$ cat config.mk
export PLATFORM = sky130hd
export DESIGN_NAME = srec_record_encoder
export DESIGN_NICKNAME = d
export VERILOG_FILES = /design/src/rtl/srec_pkg.sv /design/src/rtl/srec_record_encoder.sv /design/src/rtl/srec_store.sv /design/src/rtl/srec_resid.sv /design/src/rtl/srec_fmt.sv
export SDC_FILE = /design/constraint.sdc
export NUM_CORES = 1
export LEC_CHECK = 0
export ABC_CLOCK_PERIOD_IN_PS = 7900
export BUFFER_PORTS_ARGS = -buffer_cell sky130_fd_sc_hd__buf_2
export CAP_MARGIN = 20
export CORE_UTILIZATION = 60
export CTS_CLUSTER_SIZE = 40
export DETAILED_ROUTE_END_ITERATION = 6
export GPL_ROUTABILITY_DRIVEN = 1
export PLACE_DENSITY = 0.77
export SYNTH_ARGS = -nofsm -noshare
export SYNTH_HDL_FRONTEND = slang
export SYNTH_SLANG_ARGS = --single-unit
export TNS_END_PERCENT = 5
$ cat constraint.sdc
create_clock -name clk -period 7.9 [get_ports clk]
set_input_delay 0.79 -clock clk [delete_from_list [all_inputs] [get_ports clk]]
set_output_delay 0.79 -clock clk [all_outputs]
set_load 0.02 [all_outputs]
$ cat src/rtl/srec_pkg.sv
// ----------------------------------------------------------------------------
// srec_pkg
// Shared constants, types and helpers of the S-record line encoder.
// ----------------------------------------------------------------------------
package srec_pkg;

	// Default record length in data bytes
	localparam int unsigned RECORD_BYTES_DEF = 16;

	// Configuration register indexes
	localparam int unsigned CFG_IDX_W = 2;
	localparam logic [CFG_IDX_W-1:0] REG_BASE_ADDRESS = 2'd0;
	localparam logic [CFG_IDX_W-1:0] REG_TOTAL_BYTES  = 2'd1;

	// Byte values and address limits
	localparam logic [7:0]  BLANK_BYTE = 8'hFF;
	localparam logic [31:0] S2_LIMIT   = 32'h0001_0000;
	localparam logic [31:0] S3_LIMIT   = 32'h0100_0000;

	// ASCII codes
	localparam logic [7:0] CH_S    = 8'h53;
	localparam logic [7:0] CH_ZERO = 8'h30;
	localparam logic [7:0] CH_A    = 8'h41;
	localparam logic [7:0] CH_NL   = 8'h0A;

	// Line formatter sequence
	typedef enum logic [2:0] {
		ST_IDLE,
		ST_S,
		ST_TYPE,
		ST_COUNT,
		ST_ADDR,
		ST_DATA,
		ST_SUM,
		ST_NL
	} fmt_state_t;

	// Record handed from the input side to the formatter
	typedef struct packed {
		logic [31:0] addr;    // address of the first data byte
		logic [7:0]  nbytes;  // data bytes held in the store
		logic [7:0]  dsum;    // low 8 bits of the data byte sum
	} rec_t;

	// Uppercase hex digit
	function automatic logic [7:0] hex_char(input logic [3:0] v);
		logic [7:0] w;
		w = {4'h0, v};
		if (v < 4'd10) begin
			hex_char = CH_ZERO + w;
		end else begin
			hex_char = CH_A + (w - 8'd10);
		end
	endfunction

endpackage

$ cat src/rtl/srec_record_encoder.sv
// ----------------------------------------------------------------------------
// srec_record_encoder
// Packs a byte stream into aligned records and sends each record that is
// not all 0xFF as one ASCII S1/S2/S3 line.
// ----------------------------------------------------------------------------
//
// Channel  | Dir | Handshake                 | Payload
// ---------+-----+---------------------------+-----------------------------
// s_axis   | in  | s_axis_tvalid/tready      | tdata[7:0] = data_byte
// m_axis   | out | m_axis_tvalid/tready      | tdata[7:0] = text_char,
//          |     |                           | tlast = line_end
// cfg      | in  | cfg_valid/cfg_ready       | cfg_index, cfg_data
//
// A data byte is taken while no line is being sent. A line of a record
// with N data bytes and A address bytes has 2N + 2A + 7 characters, sent
// one character per cycle from the formatter; input waits for it. A write
// to the base address or total bytes register restarts the stream and
// holds input off while the base address residue settles. Reset needs no
// clearing pass. Output stalls hold the formatter and thus the input side.
//
module srec_record_encoder #(
	parameter int unsigned RECORD_BYTES = srec_pkg::RECORD_BYTES_DEF
) (
	input  logic                             clk,
	input  logic                             arst_n,
	// configuration write
	input  logic                             cfg_valid,
	output logic                             cfg_ready,
	input  logic [srec_pkg::CFG_IDX_W-1:0]   cfg_index,
	input  logic [31:0]                      cfg_data,
	// input bytes
	input  logic                             s_axis_tvalid,
	output logic                             s_axis_tready,
	input  logic [7:0]                       s_axis_tdata,   // [7:0] data_byte
	// output text
	output logic                             m_axis_tvalid,
	input  logic                             m_axis_tready,
	output logic [7:0]                       m_axis_tdata,   // [7:0] text_char
	output logic                             m_axis_tlast    // line_end
);
	import srec_pkg::*;

	localparam int unsigned IDX_W  = $clog2(RECORD_BYTES);
	localparam int unsigned FILL_W = $clog2(RECORD_BYTES + 1);

	logic [31:0]       base_q;
	logic [31:0]       total_q;
	logic [31:0]       next_addr_q;
	logic [31:0]       left_q;
	logic [31:0]       rec_addr_q;
	logic [FILL_W-1:0] fill_q;
	logic              blank_q;
	logic [7:0]        dsum_q;

	logic              cfg_wr;
	logic              restart;
	logic [31:0]       base_n;
	logic [31:0]       total_n;
	logic              acc;
	logic              take;
	logic              first;
	logic [31:0]       raddr;
	logic [FILL_W-1:0] fill_n;
	logic              blank_n;
	logic [7:0]        dsum_n;
	logic              rec_end;
	logic              launch;
	rec_t              rec;

	logic              res_busy;
	logic              bound;
	logic              fmt_busy;
	logic [IDX_W-1:0]  rd_addr;
	logic [7:0]        rd_data;

	// configuration decode
	assign cfg_ready = 1'b1;
	assign cfg_wr    = cfg_valid && cfg_ready;
	assign restart   = cfg_wr &&
		(cfg_index == REG_BASE_ADDRESS || cfg_index == REG_TOTAL_BYTES);
	assign base_n    = (cfg_index == REG_BASE_ADDRESS) ? cfg_data : base_q;
	assign total_n   = (cfg_index == REG_TOTAL_BYTES) ? cfg_data : total_q;

	// input acceptance
	assign s_axis_tready = !res_busy && !fmt_busy;
	assign acc           = s_axis_tvalid && s_axis_tready;
	assign take          = acc && (left_q != 32'd0) && !restart;

	// record bookkeeping for the accepted byte
	always_comb begin
		first   = (fill_q == '0);
		raddr   = first ? next_addr_q : rec_addr_q;
		fill_n  = fill_q + FILL_W'(1);
		blank_n = (first || blank_q) && (s_axis_tdata == BLANK_BYTE);
		dsum_n  = (first ? 8'd0 : dsum_q) + s_axis_tdata;
		rec_end = (left_q == 32'd1) || bound || (fill_n == FILL_W'(RECORD_BYTES));
		launch  = take && rec_end && !blank_n;
		rec.addr   = raddr;
		rec.nbytes = 8'(fill_n);
		rec.dsum   = dsum_n;
	end

	// control state
	always_ff @(posedge clk or negedge arst_n) begin
		if (!arst_n) begin
			base_q      <= '0;
			total_q     <= '0;
			next_addr_q <= '0;
			left_q      <= '0;
			fill_q      <= '0;
			blank_q     <= 1'b1;
		end else if (restart) begin
			base_q      <= base_n;
			total_q     <= total_n;
			next_addr_q <= base_n;
			left_q      <= total_n;
			fill_q      <= '0;
			blank_q     <= 1'b1;
		end else if (take) begin
			next_addr_q <= next_addr_q + 32'd1;
			left_q      <= left_q - 32'd1;
			if (rec_end) begin
				fill_q  <= '0;
				blank_q <= 1'b1;
			end else begin
				fill_q  <= fill_n;
				blank_q <= blank_n;
			end
		end
	end

	// record payload
	always_ff @(posedge clk) begin
		if (take) begin
			rec_addr_q <= raddr;
			dsum_q     <= dsum_n;
		end
	end

	srec_resid #(
		.RECORD_BYTES(RECORD_BYTES)
	) u_resid (
		.clk    (clk),
		.arst_n (arst_n),
		.restart(restart),
		.base   (base_n),
		.step   (take),
		.wrap   (next_addr_q == 32'hFFFF_FFFF),
		.busy   (res_busy),
		.bound  (bound)
	);

	srec_store #(
		.RECORD_BYTES(RECORD_BYTES)
	) u_store (
		.clk  (clk),
		.we   (take),
		.waddr(fill_q[IDX_W-1:0]),
		.wdata(s_axis_tdata),
		.raddr(rd_addr),
		.rdata(rd_data)
	);

	srec_fmt #(
		.RECORD_BYTES(RECORD_BYTES)
	) u_fmt (
		.clk      (clk),
		.arst_n   (arst_n),
		.start    (launch),
		.rec      (rec),
		.busy     (fmt_busy),
		.rd_addr  (rd_addr),
		.rd_data  (rd_data),
		.out_valid(m_axis_tvalid),
		.out_ready(m_axis_tready),
		.out_char (m_axis_tdata),
		.out_last (m_axis_tlast)
	);

endmodule

$ cat src/rtl/srec_store.sv
// ----------------------------------------------------------------------------
// srec_store
// Record byte store: one write port, one read port, registered read data.
// ----------------------------------------------------------------------------
module srec_store #(
	parameter int unsigned RECORD_BYTES = srec_pkg::RECORD_BYTES_DEF
) (
	input  logic                            clk,
	input  logic                            we,
	input  logic [$clog2(RECORD_BYTES)-1:0] waddr,
	input  logic [7:0]                      wdata,
	input  logic [$clog2(RECORD_BYTES)-1:0] raddr,
	output logic [7:0]                      rdata
);
	import srec_pkg::*;

	logic [7:0] mem_q [RECORD_BYTES];
	logic [7:0] rdata_q;

	// write port
	always_ff @(posedge clk) begin
		if (we) begin
			mem_q[waddr] <= wdata;
		end
	end

	// read port, registered
	always_ff @(posedge clk) begin
		rdata_q <= mem_q[raddr];
	end

	assign rdata = rdata_q;

endmodule

$ cat src/rtl/srec_resid.sv
// ----------------------------------------------------------------------------
// srec_resid
// Tracks the next byte address modulo RECORD_BYTES. On restart the base
// address is folded by nibble weights, then reduced by a reciprocal multiply
// in the following cycle.
// ----------------------------------------------------------------------------
module srec_resid #(
	parameter int unsigned RECORD_BYTES = srec_pkg::RECORD_BYTES_DEF
) (
	input  logic        clk,
	input  logic        arst_n,
	input  logic        restart,
	input  logic [31:0] base,
	input  logic        step,
	input  logic        wrap,
	output logic        busy,
	output logic        bound
);
	import srec_pkg::*;

	localparam int unsigned RES_W = $clog2(RECORD_BYTES);

	// weight of each address nibble, 16^i modulo RECORD_BYTES
	localparam int unsigned W0 = 1 % RECORD_BYTES;
	localparam int unsigned W1 = 16 % RECORD_BYTES;
	localparam int unsigned W2 = (W1 * 16) % RECORD_BYTES;
	localparam int unsigned W3 = (W2 * 16) % RECORD_BYTES;
	localparam int unsigned W4 = (W3 * 16) % RECORD_BYTES;
	localparam int unsigned W5 = (W4 * 16) % RECORD_BYTES;
	localparam int unsigned W6 = (W5 * 16) % RECORD_BYTES;
	localparam int unsigned W7 = (W6 * 16) % RECORD_BYTES;

	// folded sum stays below 8 * 15 * 15 = 1800
	localparam int unsigned FOLD_W = 11;
	// reciprocal, exact for every folded value
	localparam int unsigned RCP_S  = FOLD_W + RES_W;
	localparam int unsigned RCP_M  = ((1 << RCP_S) + RECORD_BYTES - 1) / RECORD_BYTES;
	localparam int unsigned PROD_W = 2 * FOLD_W + 2;

	logic [RES_W-1:0]  res_q;
	logic              pend_q;
	logic [FOLD_W-1:0] fold_s1;
	logic [FOLD_W-1:0] fold;
	logic [PROD_W-1:0] prod;
	logic [FOLD_W-1:0] quo;
	logic [RES_W-1:0]  res_init;
	logic [RES_W-1:0]  res_nxt;

	// nibble fold of the base address
	always_comb begin
		fold = FOLD_W'(base[3:0]) * FOLD_W'(W0)
			+ FOLD_W'(base[7:4]) * FOLD_W'(W1)
			+ FOLD_W'(base[11:8]) * FOLD_W'(W2)
			+ FOLD_W'(base[15:12]) * FOLD_W'(W3)
			+ FOLD_W'(base[19:16]) * FOLD_W'(W4)
			+ FOLD_W'(base[23:20]) * FOLD_W'(W5)
			+ FOLD_W'(base[27:24]) * FOLD_W'(W6)
			+ FOLD_W'(base[31:28]) * FOLD_W'(W7);
	end

	// remainder of the folded sum
	always_comb begin
		prod     = PROD_W'(fold_s1) * PROD_W'(RCP_M);
		quo      = FOLD_W'(prod >> RCP_S);
		res_init = RES_W'(fold_s1 - quo * FOLD_W'(RECORD_BYTES));
	end

	// residue after one more byte; the 2^32 wrap lands on a boundary
	always_comb begin
		if (wrap || res_q == RES_W'(RECORD_BYTES - 1)) begin
			res_nxt = '0;
		end else begin
			res_nxt = res_q + RES_W'(1);
		end
	end

	always_ff @(posedge clk or negedge arst_n) begin
		if (!arst_n) begin
			res_q  <= '0;
			pend_q <= 1'b0;
		end else if (restart) begin
			res_q  <= '0;
			pend_q <= 1'b1;
		end else if (pend_q) begin
			res_q  <= res_init;
			pend_q <= 1'b0;
		end else if (step) begin
			res_q <= res_nxt;
		end
	end

	always_ff @(posedge clk) begin
		if (restart) begin
			fold_s1 <= fold;
		end
	end

	assign busy  = pend_q;
	assign bound = (res_nxt == '0);

endmodule

$ cat src/rtl/srec_fmt.sv
// ----------------------------------------------------------------------------
// srec_fmt
// Line formatter: walks one record and sends its S-record text through an
// output register, one character per cycle while the output is not stalled.
// ----------------------------------------------------------------------------
module srec_fmt #(
	parameter int unsigned RECORD_BYTES = srec_pkg::RECORD_BYTES_DEF
) (
	input  logic                            clk,
	input  logic                            arst_n,
	input  logic                            start,
	input  srec_pkg::rec_t                  rec,
	output logic                            busy,
	output logic [$clog2(RECORD_BYTES)-1:0] rd_addr,
	input  logic [7:0]                      rd_data,
	output logic                            out_valid,
	input  logic                            out_ready,
	output logic [7:0]                      out_char,
	output logic                            out_last
);
	import srec_pkg::*;

	localparam int unsigned IDX_W = $clog2(RECORD_BYTES);

	fmt_state_t       state_q, state_d;
	logic [31:0]      addr_q;
	logic [7:0]       nbytes_q;
	logic [7:0]       dsum_q;
	logic [7:0]       cks_q;
	logic [2:0]       nib_q, nib_d;
	logic [IDX_W-1:0] idx_q, idx_d;
	logic             out_valid_q;
	logic [7:0]       out_char_q;
	logic             out_last_q;

	logic             load;
	logic             emit;
	logic [7:0]       char_d;
	logic             last_d;
	logic [2:0]       abytes;
	logic [7:0]       count;
	logic [2:0]       last_nib;
	logic [2:0]       apos;
	logic [3:0]       anib;
	logic [7:0]       cks_calc;

	// record type, byte count, address digit and checksum
	always_comb begin
		if (addr_q < S2_LIMIT) begin
			abytes = 3'd2;
		end else if (addr_q < S3_LIMIT) begin
			abytes = 3'd3;
		end else begin
			abytes = 3'd4;
		end
		count    = nbytes_q + 8'(abytes) + 8'd1;
		last_nib = 3'({abytes, 1'b0} - 4'd1);
		apos     = last_nib - nib_q;
		anib     = addr_q[{apos, 2'b00} +: 4];
		cks_calc = ~(count + addr_q[31:24] + addr_q[23:16] + addr_q[15:8]
			+ addr_q[7:0] + dsum_q);
	end

	assign load = !out_valid_q || out_ready;

	// next state and character
	always_comb begin
		state_d = state_q;
		nib_d   = nib_q;
		idx_d   = idx_q;
		char_d  = CH_NL;
		last_d  = 1'b0;
		emit    = 1'b0;
		case (state_q)
			ST_IDLE: begin
				if (start) begin
					state_d = ST_S;
				end
			end
			ST_S: begin
				emit   = 1'b1;
				char_d = CH_S;
				if (load) begin
					state_d = ST_TYPE;
				end
			end
			ST_TYPE: begin
				emit   = 1'b1;
				char_d = CH_ZERO + 8'(abytes - 3'd1);
				if (load) begin
					state_d = ST_COUNT;
					nib_d   = 3'd0;
				end
			end
			ST_COUNT: begin
				emit   = 1'b1;
				char_d = hex_char(nib_q[0] ? count[3:0] : count[7:4]);
				if (load) begin
					if (nib_q[0]) begin
						state_d = ST_ADDR;
						nib_d   = 3'd0;
					end else begin
						nib_d = nib_q + 3'd1;
					end
				end
			end
			ST_ADDR: begin
				emit   = 1'b1;
				char_d = hex_char(anib);
				if (load) begin
					if (nib_q == last_nib) begin
						state_d = ST_DATA;
						nib_d   = 3'd0;
					end else begin
						nib_d = nib_q + 3'd1;
					end
				end
			end
			ST_DATA: begin
				emit   = 1'b1;
				char_d = hex_char(nib_q[0] ? rd_data[3:0] : rd_data[7:4]);
				if (load) begin
					if (nib_q[0]) begin
						nib_d = 3'd0;
						if (8'(idx_q) == nbytes_q - 8'd1) begin
							state_d = ST_SUM;
							idx_d   = '0;
						end else begin
							idx_d = idx_q + IDX_W'(1);
						end
					end else begin
						nib_d = 3'd1;
					end
				end
			end
			ST_SUM: begin
				emit   = 1'b1;
				char_d = hex_char(nib_q[0] ? cks_q[3:0] : cks_q[7:4]);
				if (load) begin
					if (nib_q[0]) begin
						state_d = ST_NL;
					end else begin
						nib_d = 3'd1;
					end
				end
			end
			ST_NL: begin
				emit   = 1'b1;
				char_d = CH_NL;
				last_d = 1'b1;
				if (load) begin
					state_d = ST_IDLE;
				end
			end
			default: begin
				state_d = ST_IDLE;
			end
		endcase
	end

	// sequencer and output valid
	always_ff @(posedge clk or negedge arst_n) begin
		if (!arst_n) begin
			state_q     <= ST_IDLE;
			nib_q       <= 3'd0;
			idx_q       <= '0;
			out_valid_q <= 1'b0;
		end else begin
			state_q <= state_d;
			nib_q   <= nib_d;
			idx_q   <= idx_d;
			if (emit && load) begin
				out_valid_q <= 1'b1;
			end else if (out_ready) begin
				out_valid_q <= 1'b0;
			end
		end
	end

	// record capture, checksum and output payload
	always_ff @(posedge clk) begin
		if (state_q == ST_IDLE && start) begin
			addr_q   <= rec.addr;
			nbytes_q <= rec.nbytes;
			dsum_q   <= rec.dsum;
		end
		if (state_q == ST_S) begin
			cks_q <= cks_calc;
		end
		if (emit && load) begin
			out_char_q <= char_d;
			out_last_q <= last_d;
		end
	end

	assign busy      = (state_q != ST_IDLE);
	assign rd_addr   = idx_d;
	assign out_valid = out_valid_q;
	assign out_char  = out_char_q;
	assign out_last  = out_last_q;

endmodule

# Word-level counts from Yosys, hierarchy flattened
# Memory sizes are Yosys's and may differ from the RTL's. A register that Yosys moved wholly into a read port is not among the register bits.
# Index checks and enable logic that the tools add are counted.
# word_totals
register_bits	256
n_memories	1
word_cells	188
input_bits	47
out_inout_bits	12
ram_bits	128
# memory_table
memory	depth	width	rd	rd_ports_with_merged_regs	write_ports	line	rtl
u_store.mem_q	16	8	1	1	1	srec_store.sv:17	logic [7:0] mem_q [RECORD_BYTES];
# op_classes
magnitude_cmp	6
mux	62
reduce_logical	35
eq_ne	29
addsub	31
shifts	1
bitwise	1
# ops
op	n
32-bit 2-to-1 mux	7
3-bit 2-to-1 mux	22
8-bit adder	6
8-bit one-hot mux with 6 select lines	1
4-bit 2-to-1 mux	11
8-bit 2-to-1 mux	5
32-bit by 1-bit adder with 32-bit output, second input constant	1
7-bit by 8-bit adder with 8-bit output, first input constant	4
32-bit by 1-bit equality test with 1-bit output, second input constant	1
32-bit equality test, second input constant	1
32-bit by 17-bit < comparator with 1-bit output, second input constant	1
32-bit by 25-bit < comparator with 1-bit output, second input constant	1
32-bit nonzero test	1
32-bit by 6-bit variable part select with 4-bit output	1
32-bit by 1-bit subtractor with 32-bit output, second input constant	1
6-bit by 4-bit adder with 7-bit output, first input constant	4
2-bit by 1-bit != test with 1-bit output, second input constant	13
3-bit one-hot mux with 8 select lines	1
4-bit by 4-bit subtractor with 5-bit output, second input constant	4
4-bit < comparator, second input constant	4
5-bit 2-to-1 mux	3
3-bit one-hot mux with 5 select lines	1
13-bit AND reduction	1
3-bit equality test, second input constant	4
other kinds (34)	66

# Logic depth before layout (Yosys ltp)
# logic_depth
word_depth	11
mapped_depth	22
ltp_nobuf	22

# Cells and area by module
# A second synthesis with hierarchy kept.
# hier_totals
cells_unflattened	1617
hier_area_um2	20086.8
# by_module_without_submodules
mod	area_per_inst_um2	cells_per_inst	seq_area_each_um2	instances
srec_record_encoder	9086.2	849	4555.6	1
srec_fmt	5403.9	497	2197.1	1
srec_store	5147.4	229	4003.8	1
srec_resid	449.2	42	245.2	1

# Least setup slack after synthesis
# No wires, ideal clock.
# synth_path
path_kind	reg-to-reg
startpoint	register u_fmt.addr_q[30]
endpoint	register u_fmt.cks_q[7] (data pin)
period_less_slack_ns	5.247
stages_incl_launch_ff	21
setup_time_ns	0.259
setup_slack_ns	2.653
t_required_ns	7.641
path_buffers	0
arrival_ns	4.988
path_cell_list	edfxtp_1 nor4_1 nand2_1 a21oi_1 ha_1 inv_1 fa_1 xnor2_1 and3_1 xnor2_1 fa_1 inv_1 fa_1 fa_1 inv_1 ha_1 a21o_1 a21oi_1 o21bai_1 a21oi_1 xnor2_1
# synth_via
elab_chain_cells	11
word_cells_on_any_way	12
cone_classes	add/sub: 7; order compare: 2; mux: 2; bitwise: 1
# synth_lines
item	line	rtl
start, declared	srec_fmt.sv:26	logic [31:0] addr_q;
start signal, assigned	srec_fmt.sv:183	addr_q <= rec.addr;
32-bit by 25-bit < comparator with 1-bit output	srec_fmt.sv:51	end else if (addr_q < S3_LIMIT) begin
3-bit 2-to-1 mux	srec_fmt.sv:51	
3-bit 2-to-1 mux	srec_fmt.sv:49	if (addr_q < S2_LIMIT) begin
5-bit by 3-bit adder with 6-bit output	srec_fmt.sv:56	count = nbytes_q + 8'(abytes) + 8'd1;
8-bit by 1-bit adder with 8-bit output	srec_fmt.sv:56	
8-bit adder * (3 in a row)	srec_fmt.sv:60	cks_calc = ~(count + addr_q[31:24] + addr_q[23:16] + addr_q[15:8]
8-bit adder * (2 in a row)	srec_fmt.sv:61	+ addr_q[7:0] + dsum_q);
8-bit NOT *	srec_fmt.sv:60	
via u_fmt.cks_calc[7]	srec_fmt.sv:45	logic [7:0] cks_calc;
end signal, assigned	srec_fmt.sv:188	cks_q <= cks_calc;
end, declared	srec_fmt.sv:29	logic [7:0] cks_q;
# Mark *: on every way through the listed nets, which the timed path passes. The rest lies on a longest branch.
# A chain may end at the register's enable or synchronous reset.

# Final worst setup path
# Ends and elaborated chain as after synthesis.

==> flow_metrics.env <==
export IMPL_status="completed"
export IMPL_async_reset_ff_share_pct=38.4
export IMPL_worstSkewPairLatency_ns=0.55
export IMPL_vias=13400
export IMPL_grt_max_degree=80
export IMPL_grt_remaining_overflow=0
export IMPL_setup_tns_ns=0
export IMPL_synth_top_cell_by_area="edfxtp_1"
export IMPL_synth_enable_flop_cells=233
export IMPL_synthMuxAreaShare_pct=9.39
export IMPL_dieArea_um2=34300
export IMPL_intPower_mw=4.47
export IMPL_routed_wl_um=43800
export IMPL_gp_congestion=0.923
export IMPL_max_freq_mhz=170
export IMPL_maxSlewHeadroom_pct=33.4
export IMPL_reg2reg_to="u_fmt.cks_q[7]"
export IMPL_rsz0062_at_grt="no"
export IMPL_cts_setup_buffers=0
export IMPL_synth_top_area_share_pct=34.8
export IMPL_synth_seq_cells=391
export IMPL_maxSlewViolCount=0
export IMPL_whs_ns=0.259
export IMPL_grt_use_total_pct=26.3
export IMPL_syn_area_um2=20100
export IMPL_hold_violations=0
export IMPL_critical_path_cell_chain="nor4_1, nand2_1, a21oi_1, ha_1, inv_1, fa_1, xnor2_1, and3_1, xnor2_1, fa_1, inv_1, fa_1, fa_1, inv_1, ha_1, a21o_1, a21oi_1, o21bai_1, a21oi_1, xnor2_1"
export IMPL_yosysSeqAreaShare_pct=54.2
export IMPL_drt_wirelength_per_cell_um=19.7
export IMPL_ys_warn_count=0
export IMPL_power_share_switching_pct=33.1
export IMPL_ios=59
export IMPL_power_mw=6.68
export IMPL_grt_pass1_vias=13200
export IMPL_drtIter0Drc=1049
export IMPL_die_w_um=185
export IMPL_clock_power_share_pct=28.7
export IMPL_min_period_over_period_pct=74.6
export IMPL_cp_end_kind="flip-flop"
export IMPL_r2r_start="u_fmt.addr_q[30]"
export IMPL_synth_ff_type="edfxtp_1"
export IMPL_avgSynthCellArea_um2=11.7
export IMPL_grt_pass1_wl_um=69700
export IMPL_cts_max_path_buffers=3
export IMPL_critical_path_class="flip-flop to flip-flop"
export IMPL_synth_area_leaders="edfxtp_1, dfrtp_1, mux2_2, a21oi_1, ha_1"
export IMPL_cp_buffers_inverters=3
export IMPL_synthAdderAreaFrac_pct=5.77
export IMPL_maxCapViolations=0
export IMPL_ff2ff_setup_slack_ns=2.01
export IMPL_final_fill_count=2424
export IMPL_synthXorXnorAreaFrac_pct=4.74
export IMPL_slowest_delay_ns=0.54
export IMPL_antenna_found_initial=0
export IMPL_post_cts_resized=0
export IMPL_path_clk_slew_ns=0.06
export IMPL_initial_core_util_pct=61.4
export IMPL_critical_path_max_fanout=4
export IMPL_synthSimpleGateAreaFrac_pct=10.8
export IMPL_regArea_um2=10900
export IMPL_r2r_cells=20
export IMPL_clock_sinks=391
export IMPL_seqPwrFrac_pct=40.0
export IMPL_cts_hold_buf=0
export IMPL_dr_pass1_iters=6
export IMPL_ant_nets=0
export IMPL_root_buffer="clkbuf_16"
export IMPL_synth_top_family_by_area="compound AO/OA/AOI/OAI gates"
export IMPL_synth_compound_area_share_pct=11.6
export IMPL_cp_common_cell="fa_1"
export IMPL_cp_start_kind="flip-flop"
export IMPL_cts_max_level=2
export IMPL_post_place_ws_ns=2.02
export IMPL_syn2layout_area_growth_pct=10.0
export IMPL_multi_input_area_um2=8560
export IMPL_dpl_hpwl_um=29700
export IMPL_numCtsBuffers=40
export IMPL_worst_pin_slew_ns=0.996
export IMPL_pwr_share_comb_pct=31.3
export IMPL_ys_top_cells_by_count="edfxtp_1, dfrtp_1, a21oi_1"
export IMPL_viasPerCell=6.03
export IMPL_cp_arrival_ns=6.17
export IMPL_max_vdd_ir_drop_mv=0.190
export IMPL_fin_nets=1878
export IMPL_worstPathRequired_ns=8.18
export IMPL_die_y_um=185
export IMPL_min_period_ns=5.89
export IMPL_numPortBuffers=56
export IMPL_finalSetupViolCount=0
export IMPL_switching_power_mw=2.21
export IMPL_cts_tree="done"
export IMPL_drive_gt1_share_pct=16.3
export IMPL_drc_errors=0
export IMPL_crit_family="adder cells"
export IMPL_finalClockSkew_ns=0.0232
export IMPL_cellLeakagePower_nw=8.57
export IMPL_n_antenna_cell=0
export IMPL_rows=66
export IMPL_post_synth_top_count_cell="edfxtp_1"
export IMPL_layout_setup_ws_ns=2.01
export IMPL_hp_class="input pin to asynchronous set/reset pin"
export IMPL_power_density_nw_per_um2=302
export IMPL_crit_slowest_cell="fa_1"
export IMPL_syn_inst=1724
export IMPL_synth_cell_types=73
export IMPL_core_area_um2=32800
## worst max path at each step
stage                           from        endpoint  slack (ns)  depth (start not counted)
floorplan           u_fmt.addr_q[30]  u_fmt.cks_q[7]        2.65                         20
global placement    u_fmt.addr_q[30]  u_fmt.cks_q[7]        2.26                         20
detailed placement  u_fmt.addr_q[30]  u_fmt.cks_q[7]        2.02                         20
CTS                 u_fmt.addr_q[30]  u_fmt.cks_q[7]        2.01                         20
global route        u_fmt.addr_q[30]  u_fmt.cks_q[7]        1.53                         20
finish              u_fmt.addr_q[30]  u_fmt.cks_q[7]        2.01                         20
## state kept, by name, indices dropped and copies added (netlist names), 5 cells and up
name / flops
base_q: 32
u_fmt.nbytes_q: 5
total_q: 32
u_store.mem_q: 128
u_fmt.cks_q: 8
u_store.rdata: 8
rec_addr_q: 32
u_fmt.dsum_q: 8
u_fmt.out_char: 7
fill_q: 5
next_addr_q: 32
dsum_q: 8
u_fmt.addr_q: 32
left_q: 32
## power by group through the flow
stage / combinational (mW) / clock [mW] / sequential [mW]
floorplan: 1.58 / 0 / 2.67
global placement: 2.01 / 0 / 2.69
detailed placement: 2.06 / 0 / 2.70
CTS: 2.08 / 1.95 / 2.67
global route: 2.30 / 2.02 / 2.70
finish: 2.09 / 1.92 / 2.67
## cells by family (layout without fill, tap and decap cells)
kind of cell | Yosys count | in the layout
flip-flops | 391 | 391
buffers and inverters | 170 | 231
AO/OA/AOI/OAI | 367 | 367
XOR/XNOR | 109 | 109
AND/OR/NAND/NOR | 445 | 445
other | 2 | 3
adder cells (fa/ha/maj) | 76 | 76
multiplexers | 164 | 164
## metal layers
metal	part of all wire, %	GRT usage (%)
met1	43	34.9
met2	49	44.9
met3	5.1	3.50
met4	2.7	8.56
met5	0	0
## layout by cell type, fill, tap and decap left out, types with 9 or more instances in the layout
cell / n
fa_1: 28
nand3_1: 41
buf_2: 57
edfxtp_1: 233
nor2b_1: 48
o21ai_0: 56
a21o_1: 40
nand2_1: 134
clkinv_2: 9
nor2_1: 91
nor4_1: 12
nand4_1: 14
nor3_1: 31
mux2_2: 110
buf_4: 16
a211oi_1: 48
xor2_1: 45
ha_1: 48
inv_1: 78
a311o_1: 9
a21oi_1: 135
and3_1: 15
xnor2_1: 64
mux2i_1: 41
dfrtp_1: 149
a31oi_1: 11
o32ai_1: 9
clkbuf_16: 42
## layout make-up
type / count / share of cell area (%)
multi-input cells: 1164 / 38.7
inverters: 81 / 1.37
clock buffers: 52 / 5.28
flip-flops and latches: 391 / 49.3
clock inverters: 21 / 0.848
well taps: 442 / 2.50
repair buffers: 77 / 2.05
## through the flow
step	instances	area (um^2)	utilization [%]
final	2228	22100	67.5
after global routing	2228	22100	67.5
after CTS	2222	22100	67.4
after detailed placement	2149	20700	63.2
after global placement	2149	20700	63.2
after floorplan	1725	20100	-
No activity file was read; power rests on OpenSTA's default activity.
